$ cat config.mk
export PLATFORM = sky130hd
export DESIGN_NAME = zpbc_mul
export DESIGN_NICKNAME = d
export VERILOG_FILES = /design/src/sv/zpbc_pkg.sv /design/src/sv/zpbc_mul.sv
export SDC_FILE = /design/constraint.sdc
export NUM_CORES = 2
export LEC_CHECK = 0
export BUFFER_PORTS_ARGS = -buffer_cell sky130_fd_sc_hd__buf_2
export CAP_MARGIN = 20
export CELL_PAD_IN_SITES_DETAIL_PLACEMENT = 1
export CELL_PAD_IN_SITES_GLOBAL_PLACEMENT = 2
export CORE_ASPECT_RATIO = 0.5
export CORE_MARGIN = 2
export CORE_UTILIZATION = 46
export DETAILED_ROUTE_END_ITERATION = 10
export PLACE_DENSITY = 0.95
export RECOVER_POWER = 25
export SYNTH_ARGS = -nofsm -noshare
export SYNTH_HDL_FRONTEND = slang
export SYNTH_SLANG_ARGS = --single-unit
$ cat constraint.sdc
create_clock -name clock -period 20.2 [get_ports clock]
set_input_delay 2.02 -clock clock [delete_from_list [all_inputs] [get_ports clock]]
set_output_delay 2.02 -clock clock [all_outputs]
set_load 0.05 [all_outputs]
$ cat src/sv/zpbc_pkg.sv
`timescale 1ns / 1ps
// zpbc_pkg: shared types, codes and coefficient table of the zero-phase biquad cascade
// no dependencies; used by zpbc_mul and zero_phase_biquad_cascade

package zpbc_pkg;

   // fixed formats
   localparam int STORE_BITS    = 24;
   localparam int STATE_BITS    = 48;
   localparam int COEF_BITS     = 32;
   localparam int MAG_BITS      = 49;
   localparam int ACC_BITS      = 52;
   localparam int SECTION_COUNT = 2;

   // configuration port
   localparam int CSR_INDEX_BITS = 1;
   localparam int CSR_DATA_BITS  = 7;
   localparam logic [CSR_INDEX_BITS-1:0] CSR_PAD_MODE   = 1'd0;
   localparam logic [CSR_INDEX_BITS-1:0] CSR_PAD_LENGTH = 1'd1;

   // pad modes, anything else repeats the end sample
   localparam logic [1:0] PAD_ODD  = 2'd0;
   localparam logic [1:0] PAD_EVEN = 2'd1;

   // word actions
   localparam logic ACT_LOAD = 1'b0;
   localparam logic ACT_READ = 1'b1;

   // result status
   localparam logic [1:0] STAT_OK    = 2'd0;
   localparam logic [1:0] STAT_SHORT = 2'd1;
   localparam logic [1:0] STAT_NONE  = 2'd2;

   // coefficient slots of one section
   localparam logic [2:0] K_B0 = 3'd0;
   localparam logic [2:0] K_B1 = 3'd1;
   localparam logic [2:0] K_B2 = 3'd2;
   localparam logic [2:0] K_A1 = 3'd3;
   localparam logic [2:0] K_A2 = 3'd4;

   // b0, b1, b2, a1, a2 per section in Q2.30
   localparam logic signed [COEF_BITS-1:0] COEF_Q30 [SECTION_COUNT][5] = '{
      '{32'sd652380224, 32'sd1304760438, 32'sd652380224, 32'sd1145063911, 32'sd408917963},
      '{32'sd1073741824, 32'sh80000000, 32'sd1073741824, -32'sd2132575870,
        32'sd1058937179}
   };

   typedef struct packed {
      logic                         start;
      logic signed [STATE_BITS-1:0] w;
      logic signed [COEF_BITS-1:0]  c;
   } mul_req_type;

   typedef struct packed {
      logic                done;
      logic                neg;
      logic [MAG_BITS-1:0] mag;
   } mul_rsp_type;

   // coefficient rescaled to frac fractional bits, rounded half up
   function automatic logic signed [COEF_BITS-1:0] coef_value(input logic sec,
                                                              input logic [2:0] k,
                                                              input int frac);
      logic signed [COEF_BITS:0] c;
      int                        s;
      c = (COEF_BITS+1)'(COEF_Q30[sec][k]);
      s = 30 - frac;
      if (s > 0) begin
         c = (c + ((COEF_BITS+1)'(1) <<< (s - 1))) >>> s;
      end
      return c[COEF_BITS-1:0];
   endfunction

endpackage

$ cat src/sv/zpbc_mul.sv
`timescale 1ns / 1ps
// zpbc_mul: shared rounding fixed-point multiplier, 48-bit state times 32-bit coefficient
// uses zpbc_pkg; one 24x32 multiplier, two partial products per request

module zpbc_mul #(
   parameter int COEF_FRAC = 30
) (
   input  logic                  clock,
   input  logic                  reset,
   input  zpbc_pkg::mul_req_type mul_req,
   output zpbc_pkg::mul_rsp_type mul_rsp
);

   localparam int HW = zpbc_pkg::STATE_BITS / 2;
   localparam int PB = HW + zpbc_pkg::COEF_BITS;
   localparam int FB = zpbc_pkg::STATE_BITS + zpbc_pkg::COEF_BITS;

   logic [zpbc_pkg::STATE_BITS-1:0] mw_ff, mw_in;
   logic [zpbc_pkg::COEF_BITS-1:0]  mc_ff, mc_in;
   logic                            neg_ff, neg_in;
   logic [2:0]                      stage_ff, stage_in;
   logic [PB-1:0]                   lo_ff, hi_ff;
   logic [zpbc_pkg::MAG_BITS-1:0]   mag_ff;
   logic                            done_ff;
   logic [HW-1:0]                   opa;
   logic [PB-1:0]                   prod;
   logic [FB-1:0]                   full;

   // operand magnitudes and result sign on a new request
   always_comb begin
      mw_in    = mw_ff;
      mc_in    = mc_ff;
      neg_in   = neg_ff;
      stage_in = {stage_ff[1:0], 1'b0};
      if (mul_req.start) begin
         mw_in    = mul_req.w[zpbc_pkg::STATE_BITS-1] ? -mul_req.w : mul_req.w;
         mc_in    = mul_req.c[zpbc_pkg::COEF_BITS-1] ? -mul_req.c : mul_req.c;
         neg_in   = mul_req.w[zpbc_pkg::STATE_BITS-1] ^ mul_req.c[zpbc_pkg::COEF_BITS-1];
         stage_in = 3'b001;
      end
   end

   // the shared multiplier: low half first, then high half
   assign opa  = stage_ff[1] ? mw_ff[zpbc_pkg::STATE_BITS-1:HW] : mw_ff[HW-1:0];
   assign prod = PB'(opa) * PB'(mc_ff);

   // recombine and round half away from zero on the magnitude
   assign full = FB'(lo_ff) + (FB'(hi_ff) << HW) + (FB'(1) << (COEF_FRAC - 1));

   always_ff @(posedge clock) begin
      if (reset) begin
         stage_ff <= '0;
         done_ff  <= 1'b0;
      end else begin
         stage_ff <= stage_in;
         done_ff  <= stage_ff[2];
      end
   end

   always_ff @(posedge clock) begin
      mw_ff  <= mw_in;
      mc_ff  <= mc_in;
      neg_ff <= neg_in;
      if (stage_ff[0]) begin
         lo_ff <= prod;
      end
      if (stage_ff[1]) begin
         hi_ff <= prod;
      end
      if (stage_ff[2]) begin
         mag_ff <= full[COEF_FRAC +: zpbc_pkg::MAG_BITS];
      end
   end

   assign mul_rsp.done = done_ff;
   assign mul_rsp.neg  = neg_ff;
   assign mul_rsp.mag  = mag_ff;

endmodule

* Word level (Yosys, flattened, before mapping) *
Index checks and enable logic that the tools add are counted.

operators by class
  multipliers = 1
  add/sub/neg operators = 4
  bitwise logic cells = 1
  multiplexer cells = 4
  reduce and logical (&&, ||, !) cells = 1

operators by type and width
  kind                                                              number
  56-bit by 79-bit adder with 79-bit output                         1
  79-bit by 30-bit adder with 79-bit output, second input constant  1
  24-bit by 32-bit multiplier with 56-bit output                    1
  48-bit negator                                                    1
  47-bit two-way mux                                                1
  32-bit negator                                                    1
  31-bit two-way mux                                                1
  24-bit two-way mux                                                1
  2-bit OR reduction                                                1
  1-bit two-way mux                                                 1
  1-bit XOR                                                         1

storage, ports and cells
  register bits after elaboration = 245

* Depth between registers and ports, before layout *
  word-level depth = 2
  gate-level depth with buffers = 28
  depth with buffers taken out = 24

* Least setup slack after synthesis *
No wires, ideal clock.

  path type = reg2reg
  start point = reg stage_ff[1]
  end point = reg hi_ff[52] (data pin)
  cell stages (with the launch flop) = 28
  setup slack = 11.130 ns
  data required time = 19.931 ns
  clock period less this slack = 9.070 ns
  arrival = 8.801 ns
  cells stage by stage = dfxtp_1 > clkbuf_1 > buf_1 > mux2_2 > clkbuf_1 > nand2_1 > fa_1 > inv_1 > fa_1 > inv_1 > fa_1 > fa_1 > inv_1 > fa_1 > fa_1 > inv_1 > fa_1 > inv_1 > ha_1 > clkbuf_1 > nand4_1 > a2111oi_0 > nand2_1 > a31o_2 > o31ai_1 > a21oi_1 > o21ai_0 > xor2_1

between the ends
  longest elaborated chain between the ends = 2

ends and longest elaborated chain
  element                                         RTL line        RTL
  from (decl)                                     zpbc_mul.sv:21  logic [2:0] stage_ff, stage_in;
  from (signal assigned)                          zpbc_mul.sv:55  stage_ff <= stage_in;
  24-bit two-way mux                              zpbc_mul.sv:44  assign opa = stage_ff[1] ? mw_ff[zpbc_pkg::STATE_BITS-1:HW] : mw_ff[HW-1:0];
  24-bit by 32-bit multiplier with 56-bit output  zpbc_mul.sv:45  assign prod = PB'(opa) * PB'(mc_ff);
  net prod[52]                                    zpbc_mul.sv:26  logic [PB-1:0] prod;
  to (signal assigned)                            zpbc_mul.sv:68  hi_ff <= prod;
  to (decl)                                       zpbc_mul.sv:22  logic [PB-1:0] lo_ff, hi_ff;

The timed path passes the listed nets, and every way through them passes these cells.
A chain may end at the register's enable or synchronous reset.

* Worst setup path after layout *
  start point = reg stage_ff[1]
  end point = reg hi_ff[49] (data pin)

Same word-level chain as after synthesis.

==> qor.csv <==
stage;metric;value;unit
worst_setup_path;WP data required;20.52;ns
placement;final RePlAce weighted congestion;0.9111;
global_routing;vias in the first global route;29652;
yosys;syn nets;4671;
floorplanning;Die ar.;80300;µm²
yosys;EDFF count, synth;217;
yosys;Yosys top cell by area;fa_1;
worst_setup_path;reg2reg start;stage_ff[1]$_SDFF_PP0_;
worst_setup_path;R2R depth;23;
timing;fin crit period;9.512;ns
finish;fraction of layout cells with a size suffix above 1;6.566;%
hold_path;WHS Endpoint;mag_ff[48]$_DFFE_PP_;
hold_path;hold_sp;hi_ff[54]$_DFFE_PP_;
cts;post-CTS setup repair buffer count;0;
global_routing;antenna violations before repair;3;
worst_setup_path;slowest stage delay, CP;1.32;ns
cts;Clk Latency, worst-skew pair;0.57;ns
yosys;Seq cells post-synth;221;
route;Routed Wire Length;111.3;mm
cts;hold buffers post-CTS;0;
worst_setup_path;r2r endpoint;hi_ff[49]$_DFFE_PP_;
hold_path;hold path depth;1;
worst_setup_path;worst reg2reg setup slack;10.69;ns
route;Vias;26184;
worst_setup_path;cell family with most CP delay;adder cells;
yosys;Yosys cell types;63;
flow_run;Max-Cap Viols;3;
worst_setup_path;Worst setup SP type;flop;
yosys;Primary FF master, synth;edfxtp_1;
cts;number of buffers created by CTS;22;
route;Avg WL per Cell;23.43;µm
global_routing;Overflow after GRT;0;
outcome;failing checks;max-capacitance violations, max-slew violations;
worst_setup_path;Crit Path Max Fanout;32;
worst_setup_path;CP endpoint kind;flop;
placement;PortBufs;133;
timing;Setup TNS;0;ns
yosys;area fraction of the dominant cell type after synthesis;36.75;%
timing;max-slew violations;135;
outcome;status;complete, but fails checks;
timing;RSZ-0062 raised after global routing;false;
worst_setup_path;most used cell, CP;fa_1;
floorplanning;Die Wd;398.7;µm
timing;relative slew slack;-136.4;%
floorplanning;initial core utilization;46.42;%
timing;fin crit share;47.09;%
worst_setup_path;Worst Setup Path Type;reg2reg;
floorplanning;CORE AREA;77200;µm²
route;antenna viol nets, final;0;
worst_setup_path;Worst Path Arrival;9.84;ns
worst_setup_path;critical path buffer and inverter count;5;
yosys;syn avg cell area;9.728;µm²
route;drt first pass iters;5;
route;DRC;0;
finish;nets;4688;
timing;final hold vios;0;
global_routing;first-pass GRT wire length;172.6;mm
timing;f_max;0.1051;GHz
cts;Clk pin slew, worst setup/hold paths;0.06;ns
cts;clock net sink count;221;
route;via/cell ratio;5.509;
floorplanning;row count;72;
worst_setup_path;crit path cell chain;mux2_2, nand2_1, fa_1, inv_1, fa_1, inv_1, fa_1, fa_1, inv_1, fa_1, fa_1, inv_1, fa_1, inv_1, ha_1, nand2_1, nor4_1, a221o_1, a211oi_1, and2_1, o21ai_0, a21oi_1, a311oi_1;
cts;clock tree buffer depth;3;
global_routing;largest net degree at the start of global routing;72;
timing;Final Skew;0.02942;ns
finish;Filler cells;8710;
placement;DP Wirelength;85.64;mm
yosys;post-synthesis cell area;35840;µm²
yosys;warning count from the yosys run;0;
yosys;post-synthesis sequential area ratio;18.41;%
finish;P&R area growth vs syn;6.731;%
worst_setup_path;Crit-path slowest cell;dfxtp_1;
route;initial detailed-routing violation count;1958;
floorplanning;Die Height;201.4;µm
hold_path;worst min-delay path category;reg2reg;
timing;Slew @ Worst Pin;3.546;ns
cts;CTS tree;built;
cts;H-Tree Depth;1;
yosys;synth top area cells;fa_1 (37%), edfxtp_1 (18%), ha_1 (8.6%), inv_1 (8.0%), and2_1 (5.4%);
cts;cts repair resizes;0;
global_routing;All-Layer GR Usage;28.26;%
yosys;Post-Synthesis Cells;3684;
cts;clk root buf;clkbuf_16;
yosys;asr flop ratio synth;0;%
floorplanning;number of top-level pins;134;
timing;Setup-failing EPs final;0;
-- per-stage QoR --
stage	worst slack [ns]	utilization [%]	hold WS, ns	std cells	area [µm²]
detailed placement	11.64	48.55	0.6033	4710	37480
finish	10.69	49.55	0.6095	4753	38250
CTS	11.59	49.49	0.6130	4749	38210
global route	10.44	49.55	0.6154	4753	38250
floorplan	11.13	-	0.5468	3684	35840
global placement	11.93	48.47	0.5806	4706	37420
-- how the worst max path moves through the flow --
stage                     slack [ns]  depth (start not counted)                   to                    from
after floorplan                11.13                         27  hi_ff[52]$_DFFE_PP_  stage_ff[1]$_SDFF_PP0_
after global placement         11.93                         23  hi_ff[52]$_DFFE_PP_  stage_ff[1]$_SDFF_PP0_
after detailed placement       11.64                         24  hi_ff[49]$_DFFE_PP_  stage_ff[1]$_SDFF_PP0_
after CTS                      11.59                         24  lo_ff[49]$_DFFE_PP_  stage_ff[1]$_SDFF_PP0_
after global routing           10.44                         23  lo_ff[49]$_DFFE_PP_  stage_ff[1]$_SDFF_PP0_
final                          10.69                         23  hi_ff[49]$_DFFE_PP_  stage_ff[1]$_SDFF_PP0_
-- final cells by class --
cell class	instances	area, µm²	share of cell area [%]
multi-input cells	2521	25740	67.30
flip-flops and latches	221	6596	17.24
inverters	761	2856	7.468
well taps	1036	1296	3.389
repair buffers	174	1036	2.708
clock buffers	24	558.0	1.459
clock inverters	15	163.9	0.4285
diodes	1	2.502	0.006542
-- routing by layer --
| metal | vias up | part of all wire, % | track usage [%] |
|---|---|---|---|
| met3 | 179 | 9.6 | 7.110 |
| met2 | 1019 | 44 | 44.02 |
| met4 | 2 | 2.8 | 6.900 |
| met1 | 13634 | 44 | 39.61 |
| met5 | - | 0.0063 | 0 |
| li1 | 11350 | - | - |
-- logic make-up after synthesis --
group	after synthesis	synth area share [%]
flip-flops	221	18.41
adder cells (fa/ha/maj)	904	45.34
AND/OR/NAND/NOR	1080	15.26
AO/OA/AOI/OAI	340	6.120
buffers and inverters	942	9.890
multiplexers	25	0.7750
XOR/XNOR	172	4.203
-- cells in the final DEF (no fill, tap or decap), drive strengths merged, types with 6 or more instances in the layout --
cell type and count:
or4 13, a21oi 101, xnor2 126, mux2 22, a31oi 8, nand2 467, and2 309, fa 658
o211ai 13, nor2 63, a211oi 16, a21o 34, nand3 33, inv 761, o31ai 28, clkinv 12
clkbuf 30, o21ai 70, o21bai 18, xor2 46, nor3 17, o21a 6, or3 16, buf 168
ha 246, edfxtp 217, and3 12, nor2b 103, nand4 23, nand2b 7, o41ai 13
-- worst register-to-register path: stages (launching register included) --
cell	delay, ns
dfxtp_1	1.32
mux2_2	0.96
nand2_1	0.19
fa_1	0.61
inv_1	0.07
fa_1	0.55
inv_1	0.05
fa_1	0.48
fa_1	0.54
inv_1	0.07
fa_1	0.48
fa_1	0.55
inv_1	0.06
fa_1	0.63
inv_1	0.07
ha_1	0.40
nand2_1	0.17
nor4_1	0.49
a221o_1	0.22
a211oi_1	0.05
and2_1	0.20
o21ai_0	0.42
a21oi_1	0.24
a311oi_1	0.45
-- state kept, by name, indices dropped and copies added (netlist names) --
name,count
hi_ff,55
mc_ff,32
stage_ff,3
lo_ff,32
mw_ff,48
mag_ff,49
done_ff,1
neg_ff,1
-- cells in the mapped netlist (all sizes together), types with 7 or more instances --
master  instances
inv           761
fa            658
nand2         467
and2          309
ha            246
edfxtp        217
clkbuf        176
xnor2         126
nor2b         103
a21oi         101
o21ai          70
nor2           63
xor2           46
a21o           34
nand3          33
o31ai          28
nand4          23
mux2           22
o21bai         18
nor3           17
a211oi         16
or3            16
o211ai         13
o41ai          13
or4            13
and3           12
a31oi           8
nand2b          7
Power is not shown: default switching activity piles up to over one toggle a cycle in this logic, so the estimate is an artifact.
